<file path="src/sv/scba_pkg.sv">
package scba_pkg;

	// Request modes
	localparam logic [1:0] MODE_ALLOC = 2'd0;
	localparam logic [1:0] MODE_FREE  = 2'd1;
	localparam logic [1:0] MODE_QUERY = 2'd2;
	localparam logic [1:0] MODE_CLEAR = 2'd3;

	// Response status codes
	localparam logic [1:0] ST_OK        = 2'd0;
	localparam logic [1:0] ST_TOO_LARGE = 2'd1;
	localparam logic [1:0] ST_NO_MEM    = 2'd2;

	// Work kind of the pending request, reported to the controller
	localparam logic [1:0] KIND_IMM   = 2'd0;
	localparam logic [1:0] KIND_POP   = 2'd1;
	localparam logic [1:0] KIND_CLAIM = 2'd2;

	// Size class bounds in bytes
	localparam logic [15:0] CLASS0_MAX = 16'd64;
	localparam logic [15:0] CLASS1_MAX = 16'd128;
	localparam logic [15:0] CLASS2_MAX = 16'd256;
	localparam logic [15:0] CLASS3_MAX = 16'd512;

	localparam int          NUM_CLASSES = 4;
	localparam int          LINK_DEPTH  = 4096;
	localparam int          HANDLE_W    = 12;
	localparam int          CNT_W       = 11;
	localparam logic [10:0] CNT_MAX     = 11'd1024;

	typedef struct packed {
		logic [1:0]  mode;
		logic [15:0] req_size;
		logic [11:0] handle;
		logic [1:0]  query_class;
	} req_t;

	typedef struct packed {
		logic [1:0]  status;
		logic [11:0] block_id;
		logic [1:0]  size_class;
		logic [10:0] used_blocks;
		logic [10:0] spare_blocks;
	} rsp_t;

	// Controller to datapath commands
	typedef struct packed {
		logic latch;  // capture the accepted request
		logic exec;   // commit a non-pop request and load the response
		logic pop;    // commit a list pop with the link read data
		logic fill;   // write one link entry of a new slab
	} cmd_t;

	// Datapath to controller status
	typedef struct packed {
		logic [1:0] kind;
		logic       fill_last;
	} stat_t;

	// Handle layout: class(2) | slab(4) | block(6); wider numbers are cut
	function automatic logic [11:0] make_handle(input logic [1:0] cls,
		input logic [6:0] slab, input logic [7:0] blk);
		make_handle = {cls, slab[3:0], blk[5:0]};
	endfunction

endpackage

</file>
<file path="src/sv/scba_ctrl.sv">
module scba_ctrl (
	input  logic                 clk,
	input  logic                 arst_n,
	input  logic                 req_valid,
	output logic                 req_ready,
	output logic                 rsp_valid,
	input  logic                 rsp_ready,
	output scba_pkg::cmd_t       cmd,
	input  scba_pkg::stat_t      stat
);

	localparam logic [1:0] S_IDLE = 2'd0;
	localparam logic [1:0] S_EXEC = 2'd1;
	localparam logic [1:0] S_POP  = 2'd2;
	localparam logic [1:0] S_FILL = 2'd3;

	logic [1:0] state_q, state_d;
	logic       rsp_vld_q;
	logic       rsp_room;

	// response register can take a new value this cycle
	assign rsp_room = !rsp_vld_q || rsp_ready;

	// next state and commands
	always_comb begin
		state_d   = state_q;
		cmd       = '0;
		req_ready = 1'b0;
		unique case (state_q)
			S_IDLE: begin
				req_ready = 1'b1;
				if (req_valid) begin
					cmd.latch = 1'b1;
					state_d   = S_EXEC;
				end
			end
			S_EXEC: begin
				if (stat.kind == scba_pkg::KIND_POP) begin
					// link read of the list head is in flight
					state_d = S_POP;
				end else if (rsp_room) begin
					cmd.exec = 1'b1;
					state_d  = (stat.kind == scba_pkg::KIND_CLAIM) ? S_FILL : S_IDLE;
				end
			end
			S_POP: begin
				if (rsp_room) begin
					cmd.pop = 1'b1;
					state_d = S_IDLE;
				end
			end
			S_FILL: begin
				cmd.fill = 1'b1;
				if (stat.fill_last) begin
					state_d = S_IDLE;
				end
			end
			default: state_d = S_IDLE;
		endcase
	end

	always_ff @(posedge clk or negedge arst_n) begin
		if (!arst_n) begin
			state_q   <= S_IDLE;
			rsp_vld_q <= 1'b0;
		end else begin
			state_q <= state_d;
			if (cmd.exec || cmd.pop) begin
				rsp_vld_q <= 1'b1;
			end else if (rsp_ready) begin
				rsp_vld_q <= 1'b0;
			end
		end
	end

	assign rsp_valid = rsp_vld_q;

endmodule

</file>
<file path="config.mk">
export PLATFORM = sky130hd
export DESIGN_NAME = scba_ctrl
export DESIGN_NICKNAME = d
export VERILOG_FILES = /design/src/sv/scba_pkg.sv /design/src/sv/scba_ctrl.sv
export SDC_FILE = /design/constraint.sdc
export NUM_CORES = 1
export LEC_CHECK = 0
export BUFFER_PORTS_ARGS = -buffer_cell sky130_fd_sc_hd__buf_4
export CAP_MARGIN = 20
export CORE_AREA = 10 10 47 49
export CTS_CLUSTER_DIAMETER = 100
export DETAILED_ROUTE_END_ITERATION = 8
export DIE_AREA = 0 0 57 59
export PLACE_DENSITY_LB_ADDON = 0.12
export SLEW_MARGIN = 20
export SYNTH_ARGS = -nofsm -noshare
export SYNTH_HDL_FRONTEND = slang
export SYNTH_SLANG_ARGS = --single-unit
</file>
<file path="constraint.sdc">
create_clock -name clk -period 1.3 [get_ports clk]
set_input_delay 0.13 -clock clk [delete_from_list [all_inputs] [get_ports clk]]
set_output_delay 0.13 -clock clk [all_outputs]
set_load 0.02 [all_outputs]
</file>
Word-level counts from Yosys, hierarchy flattened
Cells that the tools add are included.
{"block": "op_classes", "mux": 17, "reduce_logical": 6, "eq_ne": 9}
{"op": "$mux W2", "count": 6}
{"op": "$mux W1", "count": 10}
{"op": "$pmux W2 S4", "count": 1}
{"op": "$eq A2 B2 Y1 const B", "count": 3}
{"op": "$ne A2 B2 Y1 const B", "count": 3}
{"op": "$eq A2 B1 Y1 const B", "count": 2}
{"op": "$reduce_and A4 Y1", "count": 1}
{"op": "$ne A3 B3 Y1 const B", "count": 1}
{"op": "$logic_not A2 Y1", "count": 1}
{"op": "$logic_or A1 B1 Y1", "count": 2}
{"op": "$reduce_bool A2 Y1", "count": 1}
{"op": "$logic_not A1 Y1", "count": 1}
{"block": "totals", "ff_bits": 3, "input_bits": 7, "wordCells": 34}

Logic depth before layout (Yosys ltp)
{"block": "depth", "word_depth": 7, "mapped_depth": 5}

Least setup slack after synthesis
Ideal clock, no wire load.
{"block": "synth_timing", "path_kind": "register to output", "from": "reg state_q[1]", "to": "out cmd[3] (netlist bit)", "stages_incl_launch_ff": 3, "path_buffers": 0, "arrival_time_ns": 1.045, "path_slack_ns": 0.125, "cell_sequence": "dfrtp_1 -> nor2_1 -> and2_1"}
{"item": "from (decl)", "line": "scba_ctrl.sv:17", "source": "logic [1:0] state_q, state_d;"}
{"item": "from (signal assigned)", "line": "scba_ctrl.sv:67", "source": "state_q <= state_d;"}
{"item": "to (decl)", "line": "scba_ctrl.sv:8", "source": "output scba_pkg::cmd_t cmd,"}

==> run metrics <==
port buffer count=12; die area=around 3400 um^2; pin count of the biggest net entering global routing=9; Slew @ Worst Pin=228.4 ps; wire length on met1=around 250 um; Post-synth EDFFs=0; Initial Util=approximately 16%; Unique masters post-synth=15; post-route ant nets=0; Die H=59 um; endpoints failing setup=0; crit path kind=flop to output pin; n_diodes=0; critical path cell sequence=nor2_1, and2_1, buf_4; DR pass1 iterations=4; delay of the slowest critical-path stage=between 400 and 500 ps; Post-Syn Area=230.2 um^2; clk_lat worst skew=230 ps; Worst EP required=~1200 ps; Pins Over Slew Limit=0; Period minus WS final=about 1200 ps; Synth Area per Inst=between 8 and 9 um^2; global-route wire length before repair=~1000 um; Slew HR=between 80% and 90%; Finished Cell Area=about 390 um^2; drt total wl=around 660 um; RePlAce Congestion=0.6701; DR iter-0 viols=6; I/O pin count=13; Setup WS post-layout=approximately 63 ps; worst vdd ir=0.0004683 V; routed via count=225; final net count=54; row cnt=14; highest metal used=met3; CP startpoint kind=flop; layout cells sized above 1=between 50% and 60%; met2 wire len=359 um; Synth top area share=32.61%; commonest cells in the netlist=nor2_1 (5), dfrtp_1 (3); Synth area leader=dfrtp_1; Root Driver=clkbuf_4; H-tree levels=1; die width=about 57 um; Total GRT Usage=between 4 and 5%; Net Count, Synth=35; Hold Fails Final Rpt=0; DR WL/cell=10.92 um; Hold WC Path Type=input port to flop; crit path DAT=1110 ps; CTS tree=done; Seq/Total Area, Yosys=around 33%; clk_skew=roughly 6.3 ps; clock sinks=3; initial antenna violation count=0; CP max FO=8; period utilisation layout=between 90 and 100%; CTS max path bufs=2; Synth Warn #=0; Core Box Area=approximately 1400 um^2; Crit. End Element=output pin; worst hold slack=191.2 ps; PD cells=2209 nW/um^2; async set-or-reset flop fraction in the synthesized netlist=100.0%; cts bufs inserted=3; drt drc=0; ys flop type=dfrtp_1; Slowest-stage cell, CP=dfrtp_1; FF+latch count, synth=3; status=finished clean; DP HPWL=~540 um; grt ovf=0; pre-CTS setup slack=around 270 ps; Fmax achieved=a little over 0.8 GHz; clk slew on worst S/H paths=roughly 40 ps; RSZ-0062 raised after global routing=yes; placed cell area=340.3 um^2; synth top area cells=dfrtp_1 (33%), ha_1 (11%), nor2_1 (8.2%); vias in the first global route=between 200 and 250; Area growth, synth to finish=70.11%; Lkg Pwr=about 0.2 nW; met3 routed WL=around 44 um; most common cell in the netlist=nor2_1; synthesized instance count=26; vias per inst=approximately 3.8; Max Cap Viol=0
cell usage in the layout (no fill, tap or decap), drive strengths merged, types with 2 or more instances in the layout:
cell	n
dfrtp	3
clkbuf	4
ha	2
nand2	2
nor2	5
nand2b	3
buf	13
inv	2
and2	2
nand3b	2
stage by stage:
stage | util (%) | power, mW | instances | setup TNS (ps)
6_report | 27.95 | 0.8652 | 60 | 0
5_1_grt | 27.95 | 0.9377 | 60 | -29.27
4_1_cts | 26.88 | 0.8444 | 59 | 0
3_5_place_dp | 24.29 | 0.6681 | 54 | 0
3_3_place_gp | 24.29 | 0.6672 | 54 | 0
2_1_floorplan | - | 0.4736 | 26 | 0
critical path: cells and delay by family (launching register included):
kind	cells	cell delay, ps
buf+inv	1	130
simple gates	2	300
flops	1	440
flip-flops by register name, summed over array words and instances (netlist names):
name,cells
rsp_valid,1
state_q,2
path summary, 6_finish.rpt:
kind | slack [ps] | end | from | cells past startpoint
setup / recovery | 60 | cmd[3] | state_q[0]$_DFFE_PN0P_ | 3
hold / removal | 190 | state_q[1]$_DFFE_PN0P_ | stat[0] | 3
setup reg to reg | 320 | state_q[1]$_DFFE_PN0P_ | state_q[1]$_DFFE_PN0P_ | 4
hold reg to reg | 610 | rsp_valid$_DFFE_PN0P_ | state_q[1]$_DFFE_PN0P_ | 2
max in group asynchronous | 970 | state_q[1]$_DFFE_PN0P_ | arst_n | 2
min in group asynchronous | 220 | rsp_valid$_DFFE_PN0P_ | arst_n | 2
power breakdown:
| group | switching [mW] | internal (mW) |
|---|---|---|
| clock | 0.0498 | 0.115 |
| combinational | 0.244 | 0.244 |
| sequential | 0.0675 | 0.145 |
layout make-up:
cell class                 instances  area (um^2)
multi-input combinational         21        150.1
timing repair buffer              14        111.4
inverter                           2        7.507
fill                             159         1010
clock buffer                       4        26.28
tap                               16        20.02
sequential                         3        76.32
layer usage:
layer | track usage (%) | vias up
li1 | - | 120
met1 | 3.805 | 100
met2 | 6.512 | 5
met3 | 2.146 | 0
met4 | 5.034 | 0
met5 | 0 | -
timing repair:
| item | 4_1_cts | 5_1_grt |
|---|---|---|
| buffers inserted | 0 | 1 |
| hold buffers | 1 | 0 |
| gates resized for setup | 0 | 3 |
| endpoints found under the hold margin | 3 | 0 |
| endpoints found under the setup margin | 0 | 3 |
cell families after synthesis:
| group | synth area share [%] |
|---|---|
| AND/OR/NAND/NOR | 42.94 |
| AO/OA/AOI/OAI | 10.32 |
| flip-flops | 32.61 |
| buffers and inverters | 3.262 |
| adder cells (fa/ha/maj) | 10.87 |
Note: power is estimated with default switching activity, not from simulation.
